===== config.mk =====
export PLATFORM = sky130hd
export DESIGN_NAME = per_second_vwap
export DESIGN_NICKNAME = d
export VERILOG_FILES = /design/src/sv/psv_pkg.sv /design/src/sv/psv_div.sv /design/src/sv/per_second_vwap.sv
export SDC_FILE = /design/constraint.sdc
export NUM_CORES = 2
export LEC_CHECK = 0
export BUFFER_PORTS_ARGS = -buffer_cell sky130_fd_sc_hd__buf_4
export CAP_MARGIN = 20
export CORE_MARGIN = 2
export CORE_UTILIZATION = 30
export DETAILED_ROUTE_END_ITERATION = 8
export PLACE_DENSITY_LB_ADDON = 0.2
export SKIP_CTS_REPAIR_TIMING = 1
export SLEW_MARGIN = 5
export SYNTH_ARGS = -nofsm -noshare
export SYNTH_HDL_FRONTEND = slang
export SYNTH_SLANG_ARGS = --single-unit

===== constraint.sdc =====
create_clock -name clock -period 8.6 [get_ports clock]
set_input_delay 0.86 -clock clock [delete_from_list [all_inputs] [get_ports clock]]
set_output_delay 0.86 -clock clock [all_outputs]
set_load 0.1 [all_outputs]

===== src/sv/psv_pkg.sv =====
// shared types and widths for the per-second vwap block
package psv_pkg;

   // field and accumulator widths
   localparam int TIME_W   = 18;
   localparam int PRICE_W  = 20;
   localparam int SIZE_W   = 24;
   localparam int AVG_W    = 20;
   localparam int SUM_W    = 48;
   localparam int WEIGHT_W = 40;
   localparam int PROD_W   = PRICE_W + SIZE_W;

   // one trade transaction
   typedef struct packed {
      logic [TIME_W-1:0]  time_key;
      logic [PRICE_W-1:0] price_cents;
      logic [SIZE_W-1:0]  trade_size;
      logic               last_item;
   } psv_req_type;

   // one per-second average transaction
   typedef struct packed {
      logic [TIME_W-1:0] bucket_time;
      logic [AVG_W-1:0]  average_price_cents;
      logic              empty_weight;
      logic              last_of_run;
   } psv_rsp_type;

   // divider status toward the sequencer
   typedef struct packed {
      logic done;
      logic empty;
   } psv_div_stat_type;

endpackage


===== src/sv/psv_div.sv =====
// restoring divider, one quotient bit per cycle, with clamp and zero-divisor flag
module psv_div import psv_pkg::*; #(
   parameter int QUOT_WIDTH = 20
) (
   input  logic                clock,
   input  logic                reset,
   input  logic                start,
   input  logic [SUM_W-1:0]    dividend,
   input  logic [WEIGHT_W-1:0] divisor,
   output psv_div_stat_type    stat,
   output logic [AVG_W-1:0]    quotient
);

   localparam int DIV_W = WEIGHT_W + QUOT_WIDTH;
   localparam int CNT_W = $clog2(QUOT_WIDTH + 1);

   logic                  busy_ff, busy_in;
   logic                  done_ff, done_in;
   logic                  empty_ff, empty_in;
   logic                  ovf_ff, ovf_in;
   logic [CNT_W-1:0]      cnt_ff, cnt_in;
   logic [SUM_W-1:0]      rem_ff, rem_in;
   logic [DIV_W-1:0]      dvs_ff, dvs_in;
   logic [QUOT_WIDTH-1:0] quo_ff, quo_in;

   logic [DIV_W:0]        trial;
   logic                  fits;

   // shared subtractor: remainder minus shifted divisor
   assign trial = {1'b0, DIV_W'(rem_ff)} - {1'b0, dvs_ff};
   assign fits  = !trial[DIV_W];

   // step sequencing
   always_comb begin
      busy_in  = busy_ff;
      done_in  = 1'b0;
      empty_in = empty_ff;
      ovf_in   = ovf_ff;
      cnt_in   = cnt_ff;
      rem_in   = rem_ff;
      dvs_in   = dvs_ff;
      quo_in   = quo_ff;
      if (start) begin
         busy_in  = 1'b1;
         empty_in = (divisor == '0);
         ovf_in   = 1'b0;
         cnt_in   = CNT_W'(QUOT_WIDTH);
         rem_in   = dividend;
         dvs_in   = DIV_W'(divisor) << QUOT_WIDTH;
      end else if (busy_ff) begin
         if (fits) begin
            rem_in = trial[SUM_W-1:0];
         end
         // first step only tests whether the quotient overflows its width
         if (cnt_ff == CNT_W'(QUOT_WIDTH)) begin
            ovf_in = fits;
         end else begin
            quo_in = {quo_ff[QUOT_WIDTH-2:0], fits};
         end
         dvs_in = dvs_ff >> 1;
         if (cnt_ff == '0) begin
            busy_in = 1'b0;
            done_in = 1'b1;
         end else begin
            cnt_in = cnt_ff - CNT_W'(1);
         end
      end
   end

   // control registers
   always_ff @(posedge clock) begin
      if (reset) begin
         busy_ff <= 1'b0;
         done_ff <= 1'b0;
      end else begin
         busy_ff <= busy_in;
         done_ff <= done_in;
      end
   end

   // datapath registers
   always_ff @(posedge clock) begin
      empty_ff <= empty_in;
      ovf_ff   <= ovf_in;
      cnt_ff   <= cnt_in;
      rem_ff   <= rem_in;
      dvs_ff   <= dvs_in;
      quo_ff   <= quo_in;
   end

   // result with clamp and zero-weight override
   always_comb begin
      if (empty_ff) begin
         quotient = '0;
      end else if (ovf_ff) begin
         quotient = AVG_W'({QUOT_WIDTH{1'b1}});
      end else begin
         quotient = AVG_W'(quo_ff);
      end
   end

   assign stat.done  = done_ff;
   assign stat.empty = empty_ff;

endmodule


===== src/sv/per_second_vwap.sv =====
// top level: per-second volume weighted average price over a trade stream
//
//   channel  | direction | handshake             | payload
//   req_     | in        | req_valid / req_ready | psv_req_type (one trade)
//   rsp_     | out       | rsp_valid / rsp_ready | psv_rsp_type (one second)
//
// a trade with no report passes through the idle, multiply, decide and post states; each
// report adds the bit-serial divider (one quotient bit per cycle plus an overflow step),
// the divider's done strobe and the emit state. a trade that closes one second and is also
// last gives two reports. req_ready is high only while idle.
// reset (synchronous) empties the bucket and drops any waiting result.
// a stalled result sits in the output register while the next trade is taken.
module per_second_vwap import psv_pkg::*; #(
   parameter int PRICE_WIDTH = 20,
   parameter int SIZE_WIDTH  = 24
) (
   input  logic        clock,
   input  logic        reset,
   input  logic        req_valid,
   output logic        req_ready,
   input  psv_req_type req_data,
   output logic        rsp_valid,
   input  logic        rsp_ready,
   output psv_rsp_type rsp_data
);

   localparam int PRICE_USED = (PRICE_WIDTH < PRICE_W) ? PRICE_WIDTH : PRICE_W;
   localparam int SIZE_USED  = (SIZE_WIDTH < SIZE_W) ? SIZE_WIDTH : SIZE_W;
   localparam logic [PRICE_W-1:0] PRICE_MASK = PRICE_W'((64'd1 << PRICE_USED) - 64'd1);
   localparam logic [SIZE_W-1:0]  SIZE_MASK  = SIZE_W'((64'd1 << SIZE_USED) - 64'd1);

   localparam logic [2:0] ST_IDLE   = 3'd0;
   localparam logic [2:0] ST_MUL    = 3'd1;
   localparam logic [2:0] ST_DECIDE = 3'd2;
   localparam logic [2:0] ST_POST   = 3'd3;
   localparam logic [2:0] ST_DIV    = 3'd4;
   localparam logic [2:0] ST_EMIT   = 3'd5;

   logic [2:0]          state_ff, state_in;
   psv_req_type         trade_ff, trade_in;
   logic [PROD_W-1:0]   prod_ff, prod_in;
   logic [SUM_W-1:0]    sum_ff, sum_in;
   logic [WEIGHT_W-1:0] weight_ff, weight_in;
   logic [TIME_W-1:0]   second_ff, second_in;
   logic                open_ff, open_in;
   logic                phase_ff, phase_in;
   logic                rsp_valid_ff, rsp_valid_in;
   psv_rsp_type         rsp_ff, rsp_in;

   logic                div_start;
   psv_div_stat_type    div_stat;
   logic [AVG_W-1:0]    div_avg;

   logic [SUM_W:0]      sum_add;
   logic [SUM_W-1:0]    sum_sat;
   logic [WEIGHT_W:0]   weight_add;
   logic [WEIGHT_W-1:0] weight_sat;

   // saturating accumulation for a trade in the open second
   assign sum_add    = {1'b0, sum_ff} + (SUM_W + 1)'(prod_ff);
   assign sum_sat    = sum_add[SUM_W] ? '1 : sum_add[SUM_W-1:0];
   assign weight_add = {1'b0, weight_ff} + (WEIGHT_W + 1)'(trade_ff.trade_size);
   assign weight_sat = weight_add[WEIGHT_W] ? '1 : weight_add[WEIGHT_W-1:0];

   // sequencer
   always_comb begin
      state_in     = state_ff;
      trade_in     = trade_ff;
      prod_in      = prod_ff;
      sum_in       = sum_ff;
      weight_in    = weight_ff;
      second_in    = second_ff;
      open_in      = open_ff;
      phase_in     = phase_ff;
      rsp_valid_in = rsp_valid_ff && !rsp_ready;
      rsp_in       = rsp_ff;
      div_start    = 1'b0;
      unique case (state_ff)
         ST_IDLE: begin
            if (req_valid) begin
               trade_in             = req_data;
               trade_in.price_cents = req_data.price_cents & PRICE_MASK;
               trade_in.trade_size  = req_data.trade_size & SIZE_MASK;
               state_in             = ST_MUL;
            end
         end
         ST_MUL: begin
            prod_in  = trade_ff.price_cents * trade_ff.trade_size;
            state_in = ST_DECIDE;
         end
         ST_DECIDE: begin
            if (open_ff && (trade_ff.time_key != second_ff)) begin
               // close the previous second before opening the new one
               div_start = 1'b1;
               phase_in  = 1'b0;
               state_in  = ST_DIV;
            end else begin
               if (!open_ff) begin
                  sum_in    = SUM_W'(prod_ff);
                  weight_in = WEIGHT_W'(trade_ff.trade_size);
                  second_in = trade_ff.time_key;
                  open_in   = 1'b1;
               end else begin
                  sum_in    = sum_sat;
                  weight_in = weight_sat;
               end
               state_in = ST_POST;
            end
         end
         ST_POST: begin
            if (trade_ff.last_item) begin
               div_start = 1'b1;
               phase_in  = 1'b1;
               state_in  = ST_DIV;
            end else begin
               state_in = ST_IDLE;
            end
         end
         ST_DIV: begin
            if (div_stat.done) begin
               state_in = ST_EMIT;
            end
         end
         ST_EMIT: begin
            if (!rsp_valid_ff || rsp_ready) begin
               rsp_valid_in               = 1'b1;
               rsp_in.bucket_time         = second_ff;
               rsp_in.average_price_cents = div_avg;
               rsp_in.empty_weight        = div_stat.empty;
               rsp_in.last_of_run         = phase_ff || !trade_ff.last_item;
               if (phase_ff) begin
                  // final flush: back to the reset bucket
                  sum_in    = '0;
                  weight_in = '0;
                  second_in = '0;
                  open_in   = 1'b0;
                  state_in  = ST_IDLE;
               end else begin
                  sum_in    = SUM_W'(prod_ff);
                  weight_in = WEIGHT_W'(trade_ff.trade_size);
                  second_in = trade_ff.time_key;
                  open_in   = 1'b1;
                  state_in  = ST_POST;
               end
            end
         end
         default: begin
            state_in = ST_IDLE;
         end
      endcase
   end

   // control and bucket state
   always_ff @(posedge clock) begin
      if (reset) begin
         state_ff     <= ST_IDLE;
         sum_ff       <= '0;
         weight_ff    <= '0;
         second_ff    <= '0;
         open_ff      <= 1'b0;
         rsp_valid_ff <= 1'b0;
      end else begin
         state_ff     <= state_in;
         sum_ff       <= sum_in;
         weight_ff    <= weight_in;
         second_ff    <= second_in;
         open_ff      <= open_in;
         rsp_valid_ff <= rsp_valid_in;
      end
   end

   // payload registers
   always_ff @(posedge clock) begin
      trade_ff <= trade_in;
      prod_ff  <= prod_in;
      phase_ff <= phase_in;
      rsp_ff   <= rsp_in;
   end

   // shared divider
   psv_div #(
      .QUOT_WIDTH (PRICE_WIDTH)
   ) u_div (
      .clock    (clock),
      .reset    (reset),
      .start    (div_start),
      .dividend (sum_ff),
      .divisor  (weight_ff),
      .stat     (div_stat),
      .quotient (div_avg)
   );

   assign req_ready = (state_ff == ST_IDLE);
   assign rsp_valid = rsp_valid_ff;
   assign rsp_data  = rsp_ff;

endmodule


# Word level (Yosys, flattened, before mapping)
# Index checks and enable logic that the tools add are counted.
[totals]
register_bits = 396
in_bits = 67
[op_classes]
add_sub_neg = 4
multipliers = 1
n_eq_ne = 15
muxes = 46
n_bitwise = 4
reduce_logical = 25
[ops]
columns = ["operator", "count"]
rows = [
  ["48-bit two-way mux", 7],
  ["40-bit two-way mux", 4],
  ["60-bit two-way mux", 2],
  ["48-bit case mux with 2 select lines", 1],
  ["40-bit case mux with 2 select lines", 1],
  ["18-bit two-way mux", 4],
  ["48-bit by 60-bit subtractor with 61-bit output", 1],
  ["48-bit by 44-bit adder with 49-bit output", 1],
  ["20-bit by 24-bit multiplier with 44-bit output", 1],
  ["44-bit two-way mux", 1],
  ["40-bit by 24-bit adder with 41-bit output", 1],
  ["40-bit logical NOT", 1],
  ["18-bit case mux with 2 select lines", 1],
  ["24-bit two-way mux", 1],
  ["20-bit two-way mux", 1],
  ["18-bit != test", 1],
  ["3-bit case mux with 6 select lines", 1],
  ["3-bit two-way mux", 5],
  ["2-bit != test (second input constant)", 7],
  ["1-bit two-way mux", 13],
  ["3-bit AND reduction", 4],
  ["2-bit AND reduction", 5],
  ["3-bit by 2-bit == test with 1-bit output (second input constant)", 2],
  ["3-bit == test (second input constant)", 2],
  ["15 further kinds", 27],
]

# Depth between registers and ports, before layout
[depth]
word_depth = 6
mapped_depth = 27
mapped_depth_nobuf = 26

# Hierarchy
# Synthesis repeated with hierarchy kept, for this count alone.
[hier_totals]
cells_unflattened = 4160
area_unflattened_um2 = 37921.4
[modules_own_cells]
columns = ["module", "instances", "cells_each", "area_per_inst_um2", "seq_area_each_um2"]
rows = [
  ["per_second_vwap", 1, 3176, 29184.2, 6666.4],
  ["psv_div", 1, 984, 8737.1, 3833.7],
]

# Least setup slack after synthesis
# No wires, ideal clock.
[synth_timing]
path_kind = "reg2reg"
from = "register trade_ff[11] in the netlist's numbering"
to = "register prod_ff[42] (data pin)"
arrival_time_ns = 6.453
required_time_ns = 8.332
setup_slack_ns = 1.879
stages_incl_launch_ff = 26
path_buffers = 1
period_less_slack_ns = 6.721
cell_sequence = "edfxtp_1 -> clkbuf_1 -> and2_1 -> fa_1 -> fa_1 -> inv_1 -> fa_1 -> inv_1 -> fa_1 -> inv_1 -> fa_1 -> inv_1 -> fa_1 -> inv_1 -> fa_1 -> inv_1 -> ha_1 -> o21a_1 -> o211a_1 -> a221oi_1 -> nor3_1 -> o2111ai_1 -> nand3_1 -> a41oi_1 -> a211oi_1 -> xor2_1"
[synth_via]
elab_chain_len = 1
[synth_lines]
columns = ["item", "line_no", "rtl"]
rows = [
  ["from (decl)", "per_second_vwap.sv:40", "psv_req_type trade_ff, trade_in;"],
  ["from (signal assigned)", "per_second_vwap.sv:174", "trade_ff <= trade_in;"],
  ["20-bit by 24-bit multiplier with 44-bit output", "per_second_vwap.sv:88", "prod_in = trade_ff.price_cents * trade_ff.trade_size;"],
  ["to (signal assigned)", "per_second_vwap.sv:175", "prod_ff <= prod_in;"],
  ["to (decl)", "per_second_vwap.sv:41", "logic [PROD_W-1:0] prod_ff, prod_in;"],
]
# Every way passes these cells.
# A chain may end at the register's enable or synchronous reset.

# Worst setup path in the final report
[layout_timing]
from = "register trade_ff[6] in the netlist's numbering"
to = "register prod_ff[39] (data pin)"
# Same word-level chain as after synthesis.

==> flow_metrics.py <==
metrics = {
    "run_status": {
        "status": "completed",
    },
    "yosys": {
        "yosysUniqueCellTypes": 77,
        "synth_cells": 4042,
        "yosysWarnings": 0,
        "ys.flop_type": "edfxtp_1",
        "synth-simple-area-share": 0.160,
        "synthAdderAreaFrac": 0.303,
        "synth-seq-cells": 396,
        "synth_top_family_by_area": "adder cells",
        "seq_area_frac_synth": 0.282,
        "synth_area_per_cell_um2": 9.22,
        "netlist_area_mm2": 0.0373,
        "synth_compound_area_frac": 0.135,
        "synthArstFlopShare": 0,
        "syn_nets": 4776,
        "synth.area.mux_share": 0.00648,
        "synth_edf_count": 257,
        "synth-xor-area-share": 0.0392,
    },
    "layout": {
        "nets": 4792,
        "drive_above_1_share": 0.0712,
        "final_util": 0.337,
        "antenna_cells": 0,
        "area.growth.synth_to_final_pct": 11.7,
    },
    "floorplan": {
        "fp.coreArea_mm2": 0.123,
        "fp.dieH_um": 357,
        "die_x_um": 357,
        "rows": 129,
        "die-area_mm2": 0.127,
        "ioPinCount": 109,
        "start_util": 0.302,
    },
    "setup_path": {
        "cpMostUsedCell": "fa_1",
        "startpoint": "trade_ff[6]",
        "crit_buf_inv": 5,
        "crit_chain": "and2_1, fa_1, inv_1, fa_1, fa_1, fa_1, inv_1, fa_1, fa_1, inv_1, fa_1, inv_1, ha_1, and3_1, a221oi_1, nand3_1, o311ai_0, buf_4, a21oi_1, o211ai_1, and2_1, o21ai_0, xor2_1",
        "worstPathArrival_ns": 8.16,
        "cpPeakStageDelay_ns": 1.10,
        "worst_setup_path_start_kind": "flop",
        "cp.required_ns": 8.97,
        "r2r-start": "trade_ff[6]",
        "crit_fanout": 22,
        "critical_path_class": "flop to flop",
        "crit_family": "adder cells",
        "end_kind": "flop",
        "cp_slowest_cell": "edfxtp_1",
    },
    "routing": {
        "vias": 28200,
        "detail-route-antenna-nets": 0,
        "wirelength_um": 110000,
        "drtIter0Drc": 1843,
        "viasPerCell": 4.92,
        "wl_per_cell_um": 19.2,
        "route.detailed.drc": 0,
        "drt_pass1_iterations": 5,
    },
    "sta": {
        "min_period_ns": 7.79,
        "timing.fmax_ghz": 0.128,
        "finalHoldViolations": 0,
        "tightestPinTransition_ns": 1.15,
        "maxSlewViolCount": 0,
        "slew_headroom": 0.236,
        "fin_worst_skew_ns": 0.0268,
        "setup_tns_ns": 0,
        "rsz0062_at_grt": "false",
        "setup_violations": 0,
        "fin_crit_sh": 0.906,
    },
    "placement": {
        "globalplace.congestion": 0.893,
        "portBuffers": 108,
        "dp_hpwl_um": 83600,
    },
    "clock_network": {
        "cts-root-buf": "clkbuf_16",
        "cts_tree": "built",
        "cts_made_buffers": 49,
        "cts.sinks": 396,
        "cts_buffer_depth": 3,
        "clk_pin_slew_ns": 0.06,
        "cts.htree.levels": 2,
        "insertion_delay_ns": 0.63,
    },
    "global_routing": {
        "grt_pass1_vias": 28500,
        "grt_max_degree": 66,
        "grt_pass1_wl_um": 171000,
        "antenna_found_initial": 1,
        "grt-ovfl-total": 0,
        "track_usage": 0.173,
    },
    "worst_hold_path": {
        "hold_class": "input pin to flop",
        "hp-start": "req_data[51]",
    },
    "flow_run": {
        "maxCapViolations": 0,
    },
}
## placed cells by master, fill, tap and decap left out, types with 23 or more instances in the layout
cell / netlist / final
clkbuf_16: 0 / 49
dfxtp_1: 139 / 138
nor3_1: 49 / 49
nand4_1: 26 / 26
mux2i_1: 23 / 23
edfxtp_1: 257 / 257
o21ai_0: 187 / 186
nor2_1: 228 / 226
nand3_1: 70 / 70
o21bai_1: 28 / 28
xnor2_1: 87 / 87
a21o_1: 87 / 86
nand2b_1: 24 / 23
and2_1: 271 / 269
inv_1: 515 / 514
nand2_1: 488 / 486
xor2_1: 80 / 80
a211oi_1: 52 / 52
buf_4: 0 / 173
ha_1: 272 / 272
and3_1: 30 / 30
fa_1: 395 / 395
a31oi_1: 35 / 35
a21oi_1: 271 / 270
## routing by layer
metal | vias to the layer above | global-route usage | wire length (um)
met5 | - | 0 | 0
met4 | 0 | 0.0366 | 2250
met3 | 120 | 0.0202 | 4440
met2 | 540 | 0.278 | 50300
met1 | 14000 | 0.248 | 53300
li1 | 13500 | - | -
## worst paths after layout
check,to,slack [ns],cells after the start
setup / recovery,prod_ff[39],0.81,23
hold / removal,trade_ff[51],0.41,1
setup reg to reg,prod_ff[39],0.81,23
hold reg to reg,u_div.quo_ff[13],0.45,0
## state kept, by name (all words and copies together), names as in the netlist
name / count
open_ff: 1
phase_ff: 1
prod_ff: 44
rsp_data: 40
rsp_valid: 1
second_ff: 18
state_ff: 3
sum_ff: 48
trade_ff: 63
u_div.busy_ff: 1
u_div.cnt_ff: 5
u_div.done_ff: 1
u_div.dvs_ff: 60
u_div.empty_ff: 1
u_div.ovf_ff: 1
u_div.quo_ff: 20
u_div.rem_ff: 48
weight_ff: 40
## cells by family (layout without fill, tap and decap cells)
logic type / after synthesis / count (layout)
simple gates: 1260 / 1260
compound gates: 803 / 803
buf+inv: 725 / 782
fa+ha+maj: 667 / 667
flops: 396 / 396
xor+xnor: 167 / 167
mux: 24 / 24
## area by class of cell
| cell class | instances | area, um^2 |
|---|---|---|
| clock buffers | 62 | 1310 |
| well taps | 1637 | 2050 |
| clock inverters | 30 | 388 |
| flip-flops and latches | 396 | 10500 |
| multi-input cells | 2921 | 24100 |
| repair buffers | 175 | 1350 |
| inverters | 515 | 1940 |
| fillers | 12800 | 81800 |
## Yosys cell counts, drive strengths merged, types with 30 or more instances
cell / number / area share
a21oi: 272 / 0.037
nand2: 488 / 0.049
a31oi: 37 / 0.0068
edfxtp: 257 / 0.21
nand3: 70 / 0.0094
nor2: 229 / 0.023
inv: 515 / 0.052
and2: 271 / 0.045
xor2: 80 / 0.019
dfxtp: 139 / 0.075
fa: 395 / 0.21
a211oi: 52 / 0.010
and3: 30 / 0.0050
clkbuf: 193 / 0.019
ha: 272 / 0.091
a21o: 87 / 0.018
o21ai: 190 / 0.026
nor3: 49 / 0.0066
xnor2: 87 / 0.020
## metrics by stage
step | setup WS [ns] | cells | cell area, um^2 | hold WS, ns
global route | 0.408 | 5736 | 41600 | 0.378
floorplan | 1.88 | 4042 | 37300 | 0.427
finish | 0.810 | 5736 | 41600 | 0.412
global placement | 0.830 | 5642 | 39900 | 0.443
CTS | 0.768 | 5735 | 41600 | 0.363
detailed placement | 0.752 | 5643 | 39900 | 0.438
Power is left out: the tool's default activity adds up to more than one toggle a clock period on the data nets, which glitch-free logic cannot reach.
